**src/hdl/kmp_stream_matcher_top_assert.svh**
```systemverilog
// Assertion macros for the streaming pattern matcher.
// Define NO_ASSERTIONS to compile them out.
`ifndef KMP_STREAM_MATCHER_TOP_ASSERT_SVH
`define KMP_STREAM_MATCHER_TOP_ASSERT_SVH
`ifndef NO_ASSERTIONS
// Check that cons holds in the same cycle as ante.
`define KMP_ASSERT_NOW(label, ante, cons) \
  label: assert property (@(posedge clk_i) disable iff (!rst_ni) (ante) |-> (cons)) \
    else $error("kmp_stream_matcher: assertion failed");
// Check that cons holds in the cycle after ante.
`define KMP_ASSERT_NEXT(label, ante, cons) \
  label: assert property (@(posedge clk_i) disable iff (!rst_ni) (ante) |=> (cons)) \
    else $error("kmp_stream_matcher: assertion failed");
`else
`define KMP_ASSERT_NOW(label, ante, cons)
`define KMP_ASSERT_NEXT(label, ante, cons)
`endif
`endif

```
**src/hdl/kmp_pkg.sv**
```systemverilog
`default_nettype none

package kmp_pkg;

  // Default pattern capacity in bytes
  localparam int unsigned MAX_PATTERN_DEF = 1024;
  // Entries in the queue between front and back
  localparam int unsigned QUEUE_DEPTH = 2;
  localparam int unsigned SYM_W = 8;
  localparam int unsigned POS_W = 32;

  // Request codes on the input channel
  typedef enum logic [1:0] {
    REQ_CLEAR  = 2'd0,
    REQ_APPEND = 2'd1,
    REQ_TEXT   = 2'd2
  } req_e;

  // Commands handed from the front to the back
  typedef enum logic [1:0] {
    OP_CLEAR,
    OP_APPEND,
    OP_TEXT
  } op_e;

  // Back engine states
  typedef enum logic [1:0] {
    ST_IDLE,
    ST_CMP,
    ST_FAIL
  } st_e;

  typedef struct packed {
    op_e              op;
    logic [SYM_W-1:0] sym;
    logic             eot;
  } cmd_t;

endpackage

`default_nettype wire

```
**src/hdl/kmp_if.sv**
```systemverilog
`default_nettype none

// Input channel: one request per item
interface kmp_in_if;
  logic       valid;
  logic       ready;
  logic [1:0] req_type;
  logic [7:0] symbol;
  logic       end_of_text;

  modport source (output valid, output req_type, output symbol, output end_of_text,
                  input ready);
  modport sink (input valid, input req_type, input symbol, input end_of_text,
                output ready);
endinterface


`default_nettype wire

```
**src/hdl/kmp_front.sv**
```systemverilog
`default_nettype none

module kmp_front import kmp_pkg::*; (
  input  wire logic   clk_i,
  input  wire logic   rst_ni,
  kmp_in_if.sink      in_i,
  output cmd_t        cmd_o,
  output logic        cmd_vld_o,
  input  wire logic   cmd_pop_i
);

  localparam int unsigned QAW = $clog2(QUEUE_DEPTH);
  localparam int unsigned QCW = $clog2(QUEUE_DEPTH + 1);

  cmd_t           q_mem [QUEUE_DEPTH];
  logic [QAW-1:0] wr_ptr_q, wr_ptr_d;
  logic [QAW-1:0] rd_ptr_q, rd_ptr_d;
  logic [QCW-1:0] cnt_q, cnt_d;
  cmd_t           cls;
  logic           keep;
  logic           push;

  // Classify the request; undefined codes are dropped
  always_comb begin
    cls.sym = in_i.symbol;
    cls.eot = in_i.end_of_text;
    cls.op  = OP_CLEAR;
    keep    = 1'b1;
    unique case (req_e'(in_i.req_type))
      REQ_CLEAR:  cls.op = OP_CLEAR;
      REQ_APPEND: cls.op = OP_APPEND;
      REQ_TEXT:   cls.op = OP_TEXT;
      default:    keep = 1'b0;
    endcase
  end

  assign in_i.ready = (cnt_q != QCW'(QUEUE_DEPTH));
  assign push       = in_i.valid && in_i.ready && keep;
  assign cmd_vld_o  = (cnt_q != '0);
  assign cmd_o      = q_mem[rd_ptr_q];

  // Advance pointers and fill count
  always_comb begin
    wr_ptr_d = push ? wr_ptr_q + QAW'(1) : wr_ptr_q;
    rd_ptr_d = cmd_pop_i ? rd_ptr_q + QAW'(1) : rd_ptr_q;
    cnt_d    = cnt_q + QCW'(push) - QCW'(cmd_pop_i);
  end

  always_ff @(posedge clk_i or negedge rst_ni) begin
    if (!rst_ni) begin
      wr_ptr_q <= '0;
      rd_ptr_q <= '0;
      cnt_q    <= '0;
    end else begin
      wr_ptr_q <= wr_ptr_d;
      rd_ptr_q <= rd_ptr_d;
      cnt_q    <= cnt_d;
    end
  end

  // Store the classified item
  always_ff @(posedge clk_i) begin
    if (push) begin
      q_mem[wr_ptr_q] <= cls;
    end
  end

endmodule

`default_nettype wire

```
**src/flat_wrapper.sv**
```systemverilog
// flat-port wrapper written by rule: the top's interface ports become plain ports
module kmp_front_flat import kmp_pkg::*;
  (clk_i, rst_ni, cmd_o, cmd_vld_o, cmd_pop_i, in_i_valid, in_i_req_type, in_i_symbol, in_i_end_of_text, in_i_ready);
  kmp_in_if in_i_i ();
  input  wire logic clk_i;
  input  wire logic rst_ni;
  output cmd_t cmd_o;
  output logic cmd_vld_o;
  input  wire logic cmd_pop_i;
  input wire logic [$bits(in_i_i.valid)-1:0] in_i_valid;
  input wire logic [$bits(in_i_i.req_type)-1:0] in_i_req_type;
  input wire logic [$bits(in_i_i.symbol)-1:0] in_i_symbol;
  input wire logic [$bits(in_i_i.end_of_text)-1:0] in_i_end_of_text;
  output wire logic [$bits(in_i_i.ready)-1:0] in_i_ready;
  assign in_i_i.valid = in_i_valid;
  assign in_i_i.req_type = in_i_req_type;
  assign in_i_i.symbol = in_i_symbol;
  assign in_i_i.end_of_text = in_i_end_of_text;
  assign in_i_ready = in_i_i.ready;
  kmp_front u_core (.clk_i(clk_i), .rst_ni(rst_ni), .in_i(in_i_i), .cmd_o(cmd_o), .cmd_vld_o(cmd_vld_o), .cmd_pop_i(cmd_pop_i));
endmodule
```
**config.mk**
```make
export PLATFORM = sky130hd
export DESIGN_NAME = kmp_front_flat
export DESIGN_NICKNAME = d
export VERILOG_FILES = /design/src/hdl/kmp_stream_matcher_top_assert.svh /design/src/hdl/kmp_pkg.sv /design/src/hdl/kmp_if.sv /design/src/hdl/kmp_front.sv /design/src/flat_wrapper.sv
export SDC_FILE = /design/constraint.sdc
export NUM_CORES = 1
export LEC_CHECK = 0
export BUFFER_PORTS_ARGS = -buffer_cell sky130_fd_sc_hd__buf_2
export CORE_MARGIN = 5
export CORE_UTILIZATION = 50
export CTS_CLUSTER_SIZE = 40
export DETAILED_ROUTE_END_ITERATION = 8
export GPL_ROUTABILITY_DRIVEN = 1
export PLACE_DENSITY_LB_ADDON = 0.25
export SLEW_MARGIN = 10
export SYNTH_ARGS = -nofsm -noshare
export SYNTH_HDL_FRONTEND = slang
export SYNTH_SLANG_ARGS = --single-unit
```
**constraint.sdc**
```tcl
create_clock -name clk_i -period 1.6 [get_ports clk_i]
set_input_delay 0 -clock clk_i [delete_from_list [all_inputs] [get_ports clk_i]]
set_output_delay 0 -clock clk_i [all_outputs]
set_load 0.005 [all_outputs]
```
Word level (Yosys, flattened, before mapping)

Memories as Yosys holds them, arrays and structs flattened.
Index checks and enable logic that the tools add are counted.

Bits in registers: 4
Latch bits: 0
Bits in writable memories: 22
ROM bits: 0
Input bits: 15
Output and inout bits: 13
Logic and storage cells: 20
Memories: 1

Memories:

| name         | depth | bits a word | rd ports | clocked after Yosys merged registers in | write ports | line            | source |
|---|---|---|---|---|---|---|---|
| u_core.q_mem | 2     | 11          | 1        | 0                                       | 1           | kmp_front.sv:15 | `cmd_t q_mem [QUEUE_DEPTH];` |

Add/subtract/negate cells: 4
Multiply operators: 0
Div/mod/pow operators: 0
Magnitude comparators: 0
Eq/ne operators: 3
Shift operators: 0
Muxes and demuxes: 4
Bitwise logic cells: 0
Reductions and logical operators: 5

Operator list:

| cell                                                            | count |
|---|---|
| 2-bit one-hot mux with 2 select lines                           | 1 |
| 1-bit 2-to-1 mux                                                | 3 |
| 3-bit OR reduction                                              | 1 |
| 1-bit adder, second input constant                              | 2 |
| 2-bit by 1-bit adder with 2-bit output                          | 1 |
| 2-bit by 1-bit == test with 1-bit output, second input constant | 1 |
| 2-bit == test, second input constant                            | 1 |
| 1-bit logical AND                                               | 2 |
| 2-bit logical NOT                                               | 1 |
| 2-bit != test, second input constant                            | 1 |
| 2-bit nonzero test                                              | 1 |
| 2-bit by 1-bit subtractor with 2-bit output                     | 1 |

Logic depth before layout (Yosys ltp)

Gate-level depths: netlist (run 1).

Depth in word-level cells: 6
Depth in mapped cells: 4
Mapped depth without buffers: 4

Least setup slack after synthesis (run 1)

OpenSTA, ideal clock, no wires.

Path type: reg-to-reg
Start point: reg u_core.cnt_q[1]
End point: mem u_core.q_mem[1][0] in the netlist's numbering, enable pin
Setup time: 0.378 ns
Arrival: 1.116 ns
Required time: 1.222 ns
Path slack: 0.106 ns
Stages on the path, launching flop included: 4
Buffers on the path: 0
Clock period less this slack: 1.494 ns
Cells stage by stage: dfrtp_1 > nand2b_2 > nand3_2 > nor2_1

Longest elaborated chain between the ends: 5

RTL lines:

| element                                | line               | source |
|---|---|---|
| start, declared                        | kmp_front.sv:18    | `logic [QCW-1:0] cnt_q, cnt_d;` |
| start signal, assigned                 | kmp_front.sv:57    | `cnt_q <= cnt_d;` |
| 2-bit != test                          | kmp_front.sv:37    | `assign in_i.ready = (cnt_q != QCW'(QUEUE_DEPTH));` |
| net in_i_ready                         | flat_wrapper.sv:14 | `output wire logic [$bits(in_i_i.ready)-1:0] in_i_ready;` |
| 1-bit logical AND (2 in a row)         | kmp_front.sv:38    | `assign push = in_i.valid && in_i.ready && keep;` |
| 1-bit 2-to-1 mux                       | kmp_front.sv:63    | `if (push) begin` |
| 1-bit 2-to-1 mux (implied by the code) | kmp_front.sv:64    | `q_mem[wr_ptr_q] <= cls;` |
| end, declared                          | kmp_front.sv:15    |  |

The timed path passes the listed nets, and every way through them passes these cells.

==> run metrics, run 1 <==
Leakage 0.602 nW; wire length per cell 12.5 um; post-synthesis sequential area ratio 0.724; P per Cell Area approximately 1400 mW/mm^2; via count 610; Rel. slew slack 0.854; Worst Tran Pin Value about 0.22 ns; FILL cells 147; Clock Power Share 0.131; peak supply drop 0.00115 V; number of global-route vias before repair 648; status complete, no violations; CP Data Required Time around 1.6 ns; async set-or-reset flop fraction in the synthesized netlist 0.154; Detailed Route Iter0 Violations 0; post-route ant nets 0; Synth top area share 0.629; Critical Path Sink Type output pin; Main synth FF type edfxtp_1; share of cells above drive strength 1 0.481; Syn Nets 71; Comb power frac 0.373; sequential power share 0.496; final hold violation count 0; I/O Pins 28; Cells after Synth 55; cts bufs inserted 3; Syn Std Cell Area 0.00105 sq mm; EDFF count, synth 22; std cell rows 16; unrepaired setup endpoints after global routing no; Core Region 0.00198 sq mm; Clock transition at path regs between 0.1 and 0.15 ns; crit path kind reg2out; crit-path max FO 6; Syn Area/Cell 19.1 sq um; Nets 123; hold path cells 2; Vias/cell about 4.6; GRT Util Overall 0.120; largest net degree at the start of global routing 15; Final Cycle Share 0.894; first-pass GRT wire length 2.83 mm; grt ovf 0; DR pass1 iterations 1; Hold Crit Class in2reg; Sw Pwr 0.549 mW; Final HPWL DP about 1.2 mm; commonest cells in the netlist edfxtp_1, mux2_4, dfrtp_1; Remaining DRCs 0; CP arrival 1.43 ns; #FFs+latches synth 26; Root Driver clkbuf_4; synthesis warning total 0; final setup skew 0.00524 ns; Post-CTS Setup Bufs 0; worst-skew pair later-pin latency 0.31 ns; Die W 55.8 um; max_cap viols 0; Synth cell types 16; Setup TNS Final 0 ns; CTS sink cnt 26; Max Clk Rate 0.699 GHz; cells on worst reg2reg path 4; Clock Path Buffers 2; Area Overhead vs Synth 36.2%; Int Pwr 1.46 mW; GPL Wtd Cong 0.633; Switching Share 0.273; crit start category flip-flop; most frequent cell after synthesis edfxtp_1; initial antenna violation count 0; top cells by area, synth edfxtp_1, mux2_4, dfrtp_1, xor2_1, mux2_2; Final Max Tran Viols 0; die height 55.8 um; CTS tree yes; fin crit period 1.43 ns; Placement Cell Area 0.00125 sq mm; final setup violation count 0; cell taking the most area after synthesis edfxtp_1; routed wire length 1.67 mm; Final Instance Area about 0.0014 sq mm; diode count 0; die area 0.00312 sq mm; htree depth 1; initial core utilization 0.530; I/O Buffers 27
==> per-layer routing <==
| metal | vias to the layer above | GRT usage | wire, um |
|---|---|---|---|
| met5 | - | 0 | 0 |
| met4 | 0 | 0.0610 | 14 |
| met3 | 2 | 0.0371 | 100 |
| met2 | 22 | 0.203 | 821 |
| met1 | 282 | 0.136 | 732 |
| li1 | 304 | - | - |
==> state kept, by name, indices dropped and copies added, names as in the netlist <==
| signal | flops |
|---|---|
| u_core.q_mem | 22 |
| u_core.rd_ptr_q | 1 |
| u_core.wr_ptr_q | 1 |
| u_core.cnt_q | 2 |
==> power groups by stage <==
stage	clock network (mW)	registers, mW	logic [mW]
2_1_floorplan	0	0.976	0.495
3_3_place_gp	0	1.00	0.734
3_5_place_dp	0	1.01	0.731
4_1_cts	0.273	0.996	0.765
5_1_grt	0.302	1.02	0.823
6_report	0.263	0.996	0.750
==> layout make-up <==
class / count / area [sq um] / area share
repair buffers: 48 / 330 / 0.231
flip-flops and latches: 26 / 762 / 0.532
inverters: 2 / 7.51 / 0.00524
multi-input cells: 26 / 272 / 0.190
clock buffers: 3 / 22.5 / 0.0157
clock inverters: 1 / 3.75 / 0.00262
well taps: 27 / 33.8 / 0.0236
==> worst max-delay path, cell delays in order (launching register included) <==
cell and delay (ns):
dfrtp_2 0.48, buf_4 0.18, mux2_2 0.34, buf_2 0.13
==> layout by cell type, fill, tap and decap left out <==
cell type / netlist / layout
clkinv_1: 0 / 1
dlygate4sd3_1: 0 / 15
nor2_1: 2 / 2
ha_1: 1 / 1
buf_4: 0 / 6
mux2_4: 9 / 9
nand2_1: 1 / 1
nor2b_1: 2 / 2
nand4b_1: 1 / 1
inv_1: 2 / 2
dfrtp_2: 0 / 1
mux2_2: 2 / 2
xnor2_1: 2 / 2
buf_2: 0 / 27
nand2b_2: 1 / 1
xor2_1: 3 / 3
edfxtp_1: 22 / 22
clkbuf_4: 0 / 3
nand3_2: 1 / 1
or2_2: 1 / 1
dfrtp_1: 4 / 3
==> path summary, 6_finish.rpt <==
path	startpoint	endpoint	slack, ns
worst max-delay path	u_core.rd_ptr_q	cmd_o[4]	0.17
worst min-delay path	in_i_symbol[4]	u_core.q_mem[1][5]	0.40
worst max register to register	u_core.cnt_q[1]	u_core.q_mem[1][9]	0.35
worst min register to register	u_core.wr_ptr_q	u_core.wr_ptr_q	0.51
max in group asynchronous	rst_ni	u_core.rd_ptr_q	0.82
min in group asynchronous	rst_ni	u_core.cnt_q[0]	0.59
==> per-stage QoR <==
step | hold WS [ns] | instances | setup WS, ns | utilization | total power, mW
2_1_floorplan | -0.296 | 55 | 0.106 | - | 1.47
3_5_place_dp | -0.186 | 114 | 0.355 | 0.633 | 1.74
5_1_grt | 0.402 | 133 | 0.0898 | 0.722 | 2.14
6_report | 0.403 | 133 | 0.170 | 0.722 | 2.01
4_1_cts | 0.396 | 133 | 0.0552 | 0.722 | 2.04
3_3_place_gp | -0.190 | 114 | 0.386 | 0.633 | 1.73
==> kinds of logic (layout without fill, tap and decap cells) <==
| logic type | after synthesis | in the layout | synth area share |
|---|---|---|---|
| xor gates and xnor gates | 5 | 5 | 0.0417 |
| adders and majority gates | 1 | 1 | 0.0119 |
| buffers and inverters | 3 | 54 | 0.0179 |
| DFF | 26 | 26 | 0.724 |
| muxes | 11 | 11 | 0.150 |
| and+or+nand+nor | 9 | 9 | 0.0548 |
==> timing repair <==
item                                    CTS  global route
hold buffers                             15             0
gates resized for setup                   0             1
endpoints found under the setup margin    0             1
hold endpoints to repair                 30             0
No activity file was read; power rests on OpenSTA's default activity.
==> inputs of run 2 (changes only) <==
--- a/config.mk
+++ b/config.mk
@@ -8,4 +8,5 @@
 export BUFFER_PORTS_ARGS = -buffer_cell sky130_fd_sc_hd__buf_2
+export CORE_ASPECT_RATIO = 0.6
 export CORE_MARGIN = 5
-export CORE_UTILIZATION = 50
+export CORE_UTILIZATION = 30
 export CTS_CLUSTER_SIZE = 40
@@ -13,3 +14,2 @@
 export GPL_ROUTABILITY_DRIVEN = 1
-export PLACE_DENSITY_LB_ADDON = 0.25
 export SLEW_MARGIN = 10
==> constraint.sdc (replaced) <==
create_clock -name clk_i -period 1.6 [get_ports clk_i]
set_input_delay 0.08 -clock clk_i [delete_from_list [all_inputs] [get_ports clk_i]]
set_output_delay 0.08 -clock clk_i [all_outputs]
set_load 0.005 [all_outputs]
==> run 2 against run 1 <==
Compared with the run above:
- non-clock buffer count shrank 7
- register-to-register slack is essentially flat
- utilization shrank 30 points
- clock power grew 35%
- maximum frequency grew 6.6%
- sequential cell count is the same
- via count shrank 4.8%
- worst setup slack gained 0.089 ns
- critical path type unchanged
- largest cell class unchanged
==> run metrics, run 2 (synthesized netlist as in run 1, its figures left out) <==
Crit path largest cell delay 0.38 ns (-0.10 ns); number of global-route vias before repair 573 (-12%); worst hold slack 0.0155 ns (-0.387 ns); Setup TNS Final 0 ns (unchanged); CTS resizes 0 (unchanged); via count 581 (-4.8%); max_cap viols 0 (unchanged); min-delay src in_i_symbol[3]; most frequent cells in the layout buf_2, edfxtp_1, dlygate4sd3_1; Clock transition at path regs 0.08 ns (-0.05 ns); DR pass1 iterations 4 (+3); final setup skew 0.00342 ns (-0.00182 ns); crit-path max FO 7 (+1); Post-CTS Setup Bufs 0 (unchanged); Leakage 0.579 nW (-3.8%); hold_buf cts 7 (-8); unrepaired setup endpoints after global routing no; grt ovf 0 (unchanged); final hold violation count 0 (unchanged); Root Driver clkbuf_8; Clock Path Buffers 2 (unchanged); commonest non-fill, non-tap cell in the layout buf_2; cts bufs inserted 3 (unchanged); Die W 86.4 um (+55%); GRT Util Overall 0.0742 (-0.0458); die height 55.8 um (unchanged); post-route ant nets 0 (unchanged); initial antenna violation count 0 (unchanged); die area 0.00483 sq mm (+55%); Worst Tran Pin Value 0.159 ns (-0.0592 ns); status complete, no violations; final setup violation count 0 (unchanged); top flop regs u_core.q_mem (22), u_core.cnt_q (2); wire length per cell 12.0 um (-4.6%); crit-path cells buf_4 > mux2_4 > buf_2; Hold Crit Class in2reg; Area Overhead vs Synth 33.8%; Final Max Tran Viols 0 (unchanged); CP Data Required Time 1.52 ns (-0.08 ns); Biggest register u_core.q_mem; worst-skew pair later-pin latency 0.26 ns (-0.05 ns); fin crit period 1.34 ns (-0.0887 ns); CTS tree yes; crit path kind reg2out; post-place setup slack 0.333 ns (-0.0220 ns); routed wire length 1.72 mm (+3.3%); Detailed Route Iter0 Violations 6 (+6); Nets 116 (-5.7%); max reg flops 22 (unchanged); Critical Path Sink Type output pin; Crit. Startpoint u_core.rd_ptr_q; Final Cycle Share 0.838 (-0.0555); peak supply drop 0.000456 V (-60%); diode count 0 (unchanged); crit start category flip-flop; std cell rows 16 (unchanged); Max Clk Rate 0.746 GHz (+6.6%); CTS sink cnt 26 (unchanged); largest net degree at the start of global routing 15 (unchanged); P per Cell Area 1480 mW/mm^2 (+5.3%); fin util 0.426 (-0.296); I/O Buffers 27 (unchanged); Core Region 0.00330 sq mm (+67%); initial core utilization 0.318 (-0.212); Remaining DRCs 0 (unchanged); Rel. slew slack 0.894 (+0.0399); htree depth 1 (unchanged); Final Instance Area 0.00141 sq mm (-1.7%); FILL cells 331 (+130%); Placement Cell Area 0.00126 sq mm (+0.60%); CP arrival 1.26 ns (-0.17 ns); share of cells above drive strength 1 0.485 (+0.00372); I/O Pins 28 (unchanged); Worst Slack Setup Final 0.259 ns (+0.0887 ns); Critical-path top delay cell dfrtp_1; Final HPWL DP 1.30 mm (+8.3%); GPL Wtd Cong 0.747 (+18%); Reg-to-Reg Start u_core.cnt_q[1]; Vias/cell 4.03 (-12%); first-pass GRT wire length 2.68 mm (-5.4%)
## run 2: cell types whose count changed in the layout (fill, tap and decap cells not counted), sizes merged
| cell | change |
|---|---|
| dlygate4sd3 | -5 |
| buf | -2 |
## run 2: worst paths after layout
kind                                 endpoint  slack, ns  depth (start not counted)
max reg2reg                u_core.q_mem[0][0]       0.34                          4
max                                  cmd_o[2]       0.26                          3
min reg2reg                   u_core.wr_ptr_q       0.51                          1
max in group asynchronous     u_core.rd_ptr_q       1.32                          2
min                        u_core.q_mem[0][4]       0.02                          1
min in group asynchronous     u_core.cnt_q[1]       0.15                          2
## run 2: layout make-up
| type | count | area, sq um | share of cell area |
|---|---|---|---|
| clock buffers | 3 | 41.3 | 0.0294 |
| flip-flops and latches | 26 | 761 | 0.541 |
| clock inverters | 1 | 3.75 | 0.00267 |
| well taps | 45 | 56.3 | 0.0400 |
| repair buffers | 41 | 265 | 0.189 |
| multi-input cells | 26 | 272 | 0.193 |
| inverters | 2 | 7.51 | 0.00534 |
## run 2: power by group
group          switching, mW  total, mW  leakage (nW)  internal, mW
Clock                  0.184      0.356        0.0231         0.171
Sequential            0.0598      0.966         0.250         0.907
Combinational          0.319      0.757         0.306         0.437
## run 2: stage by stage
step | std cells | power (mW)
2_1_floorplan | 55 | 1.47
3_3_place_gp | 130 | 1.73
3_5_place_dp | 130 | 1.75
4_1_cts | 141 | 2.12
5_1_grt | 144 | 2.22
6_report | 144 | 2.08
## run 2: per-layer routing
metal	global-route usage	routed length (um)
met5	0	0
met4	0.0267	8
met3	0.0340	128
met2	0.125	831
met1	0.0819	756
## run 2: worst max-delay path: cells and delay by family, from the launching register on
family / cells / cell delay [ns]
multiplexers: 1 / 0.31
buffers and inverters: 2 / 0.31
flip-flops: 1 / 0.38
==> inputs of run 3 (changes only) <==
Clock period 1.6 ns to 1.18 ns, I/O delays scaled along.
==> run 3 against run 2 <==
Compared with the run above:
- the flow now finishes with violations (setup timing)
- total power rose by 72%
- clock power rose by 35%
- via count rose by 8.6%
- clock skew fell by 0.0027 ns
- sequential cell count did not move
- critical path depth did not move
- first-iteration DRC count did not move
- worst setup slack got worse by 0.40 ns
- sequential power rose by 39%
- combinational power rose by 130%
- critical path type unchanged
==> run metrics, run 3 (synthesized netlist as in run 1, its figures left out) <==
Reg-to-Reg Start u_core.cnt_q[1]; hold path cells 2 (+1); worst-skew pair later-pin latency 0.26 ns (about the same); crit-path cells buf_6 > mux2_4 > buf_6; number of global-route vias before repair 666 (+16%); cells on worst reg2reg path 5 (+1); commonest non-fill, non-tap cell in the layout edfxtp_1; max reg flops 22 (unchanged); htree depth 1 (unchanged); Worst Path Buf+Inv 2 (unchanged); Vias/cell 4.10 (+1.6%); peak supply drop 0.000819 V (+79%); diode count 0 (unchanged); final hold violation count 0 (unchanged); Final HPWL DP 1.32 mm (+1.8%); I/O Buffers 27 (unchanged); wire length per cell 12.6 um (+5.4%); Leakage 0.688 nW (+19%); Rel. slew slack 0.888 (-0.00606); grt ovf 0 (unchanged); FILL cells 290 (-12%); die height 55.8 um (unchanged); cts bufs inserted 3 (unchanged); Remaining DRCs 0 (unchanged); most frequent cells in the layout edfxtp_1, buf_6, buf_2; CP Data Required Time 1.12 ns (-0.40 ns); Placement Cell Area 0.00134 sq mm (+6.0%); Final Cycle Share 1.12; Clock Path Buffers 2 (unchanged); die area 0.00483 sq mm (unchanged); GRT Util Overall 0.0849 (+0.0106); initial core utilization 0.318 (unchanged); Hold Crit Class in2reg; crit-path max FO 7 (unchanged); crit path kind reg2out; Final Instance Area 0.00167 sq mm (+19%); CTS tree yes; final setup violation count 35 (+35); multi-input logic area 322 sq um (+18%); Worst Hold Path EP u_core.rd_ptr_q; terminus of the critical flop-to-flop path u_core.q_mem[1][2]; unrepaired setup endpoints after global routing yes; Core Region 0.00330 sq mm (unchanged); Final Max Tran Viols 0 (unchanged); via count 631 (+8.6%); Critical-path top delay cell dfrtp_1; min-delay src cmd_pop_i; Max Clk Rate approximately 0.76 GHz; Crit path largest cell delay 0.40 ns (+0.02 ns); DR pass1 iterations 3 (-1); std cell rows 16 (unchanged); Clock transition at path regs 0.08 ns (about the same); Nets 126 (+8.6%); first-pass GRT wire length 3.06 mm (+14%); P per Cell Area 2140 mW/mm^2 (+45%); share of cells above drive strength 1 0.569 (+0.0840); GPL Wtd Cong 0.677 (-9.4%); top flop regs u_core.q_mem (22), u_core.cnt_q (2); largest net degree at the start of global routing 15 (unchanged); failing checks setup timing; Root Driver clkbuf_8; most used cell, CP buf_6; routed wire length 1.94 mm (+13%); status finished, violations left; Critical Path Sink Type output pin; Worst Tran Pin Value 0.168 ns (+0.00853 ns); Worst Slack Setup Final -0.143 ns (-0.402 ns); fin util 0.506 (+0.0803); final setup skew 0.000748 ns (-0.00267 ns); Biggest register u_core.q_mem; register area 761 sq um (unchanged); max_cap viols 0 (unchanged); fin crit period approximately 1.3 ns; I/O Pins 28 (unchanged); Detailed Route Iter0 Violations 6 (unchanged); crit start category flip-flop; CP arrival 1.26 ns (about the same); Area Overhead vs Synth 59.0%; initial antenna violation count 0 (unchanged); post-route ant nets 0 (unchanged); Die W 86.4 um (unchanged); FF-to-FF setup slack -0.09 ns (-0.43 ns); CTS sink cnt 26 (unchanged); Worst path top cell family by delay flip-flops
run 3: cell count changes in the layout (fill, tap and decap cells not counted), sizes merged:
cell	previous run	this run
clkbuf	3	4
buf	31	40
run 3: worst max-delay path by stage:
stage | start | depth (start not counted) | endpoint
5_1_grt | u_core.rd_ptr_q | 3 | cmd_o[0]
3_5_place_dp | u_core.cnt_q[0] | 4 | u_core.q_mem[0][8]
3_3_place_gp | u_core.cnt_q[0] | 4 | u_core.cnt_q[1]
2_1_floorplan | u_core.cnt_q[1] | 3 | u_core.q_mem[0][0]
6_report | u_core.rd_ptr_q | 3 | cmd_o[1]
4_1_cts | u_core.rd_ptr_q | 3 | cmd_o[1]
run 3: metrics by stage:
| stage | hold WS (ns) | std cells | total power [mW] | TNS (ns) | setup slack (ns) |
|---|---|---|---|---|---|
| after floorplan | -0.237 | 55 | 2.06 | -0.0505 | -0.00459 |
| after global placement | -0.127 | 133 | 2.51 | 0 | 0.0292 |
| after detailed placement | -0.125 | 133 | 2.54 | -0.250 | -0.0212 |
| after CTS | 0.0111 | 154 | 3.60 | -3.05 | -0.158 |
| after global routing | 0.0186 | 154 | 3.78 | -4.49 | -0.195 |
| final | 0.0284 | 154 | 3.58 | -2.60 | -0.143 |
run 3: per-layer routing:
metal / wire length [um] / GRT usage / vias up
met5: 0 / 0 / -
met4: 25 / 0.0333 / 0
met3: 129 / 0.0325 / 2
met2: 1000 / 0.154 / 18
met1: 785 / 0.0876 / 303
li1: - / - / 308
run 3: worst reg2reg max path, delay by kind of cell, from the launching register on:
family | cells | cell delay, ns
AND/OR/NAND/NOR | 3 | 0.29
flip-flops | 1 | 0.43
buffers and inverters | 2 | 0.27
run 3: layout make-up:
| class | count | area share |
|---|---|---|
| flip-flops and latches | 26 | 0.455 |
| clock inverters | 1 | 0.00225 |
| well taps | 45 | 0.0337 |
| repair buffers | 51 | 0.286 |
| clock buffers | 3 | 0.0247 |
| inverters | 2 | 0.00599 |
| multi-input cells | 26 | 0.192 |
run 3: where the power goes:
part / internal, mW / switching (mW)
clock: 0.232 / 0.248
sequential: 1.23 / 0.110
combinational: 1.15 / 0.609
run 3: what timing repair did:
action	4_1_cts	5_1_grt
gates cloned	1	0
endpoints found under the hold margin	22	0
gates resized for setup	23	3
setup buffers	6	0
endpoints found under the setup margin	34	36
hold buffers	10	0
pin swaps	2	0
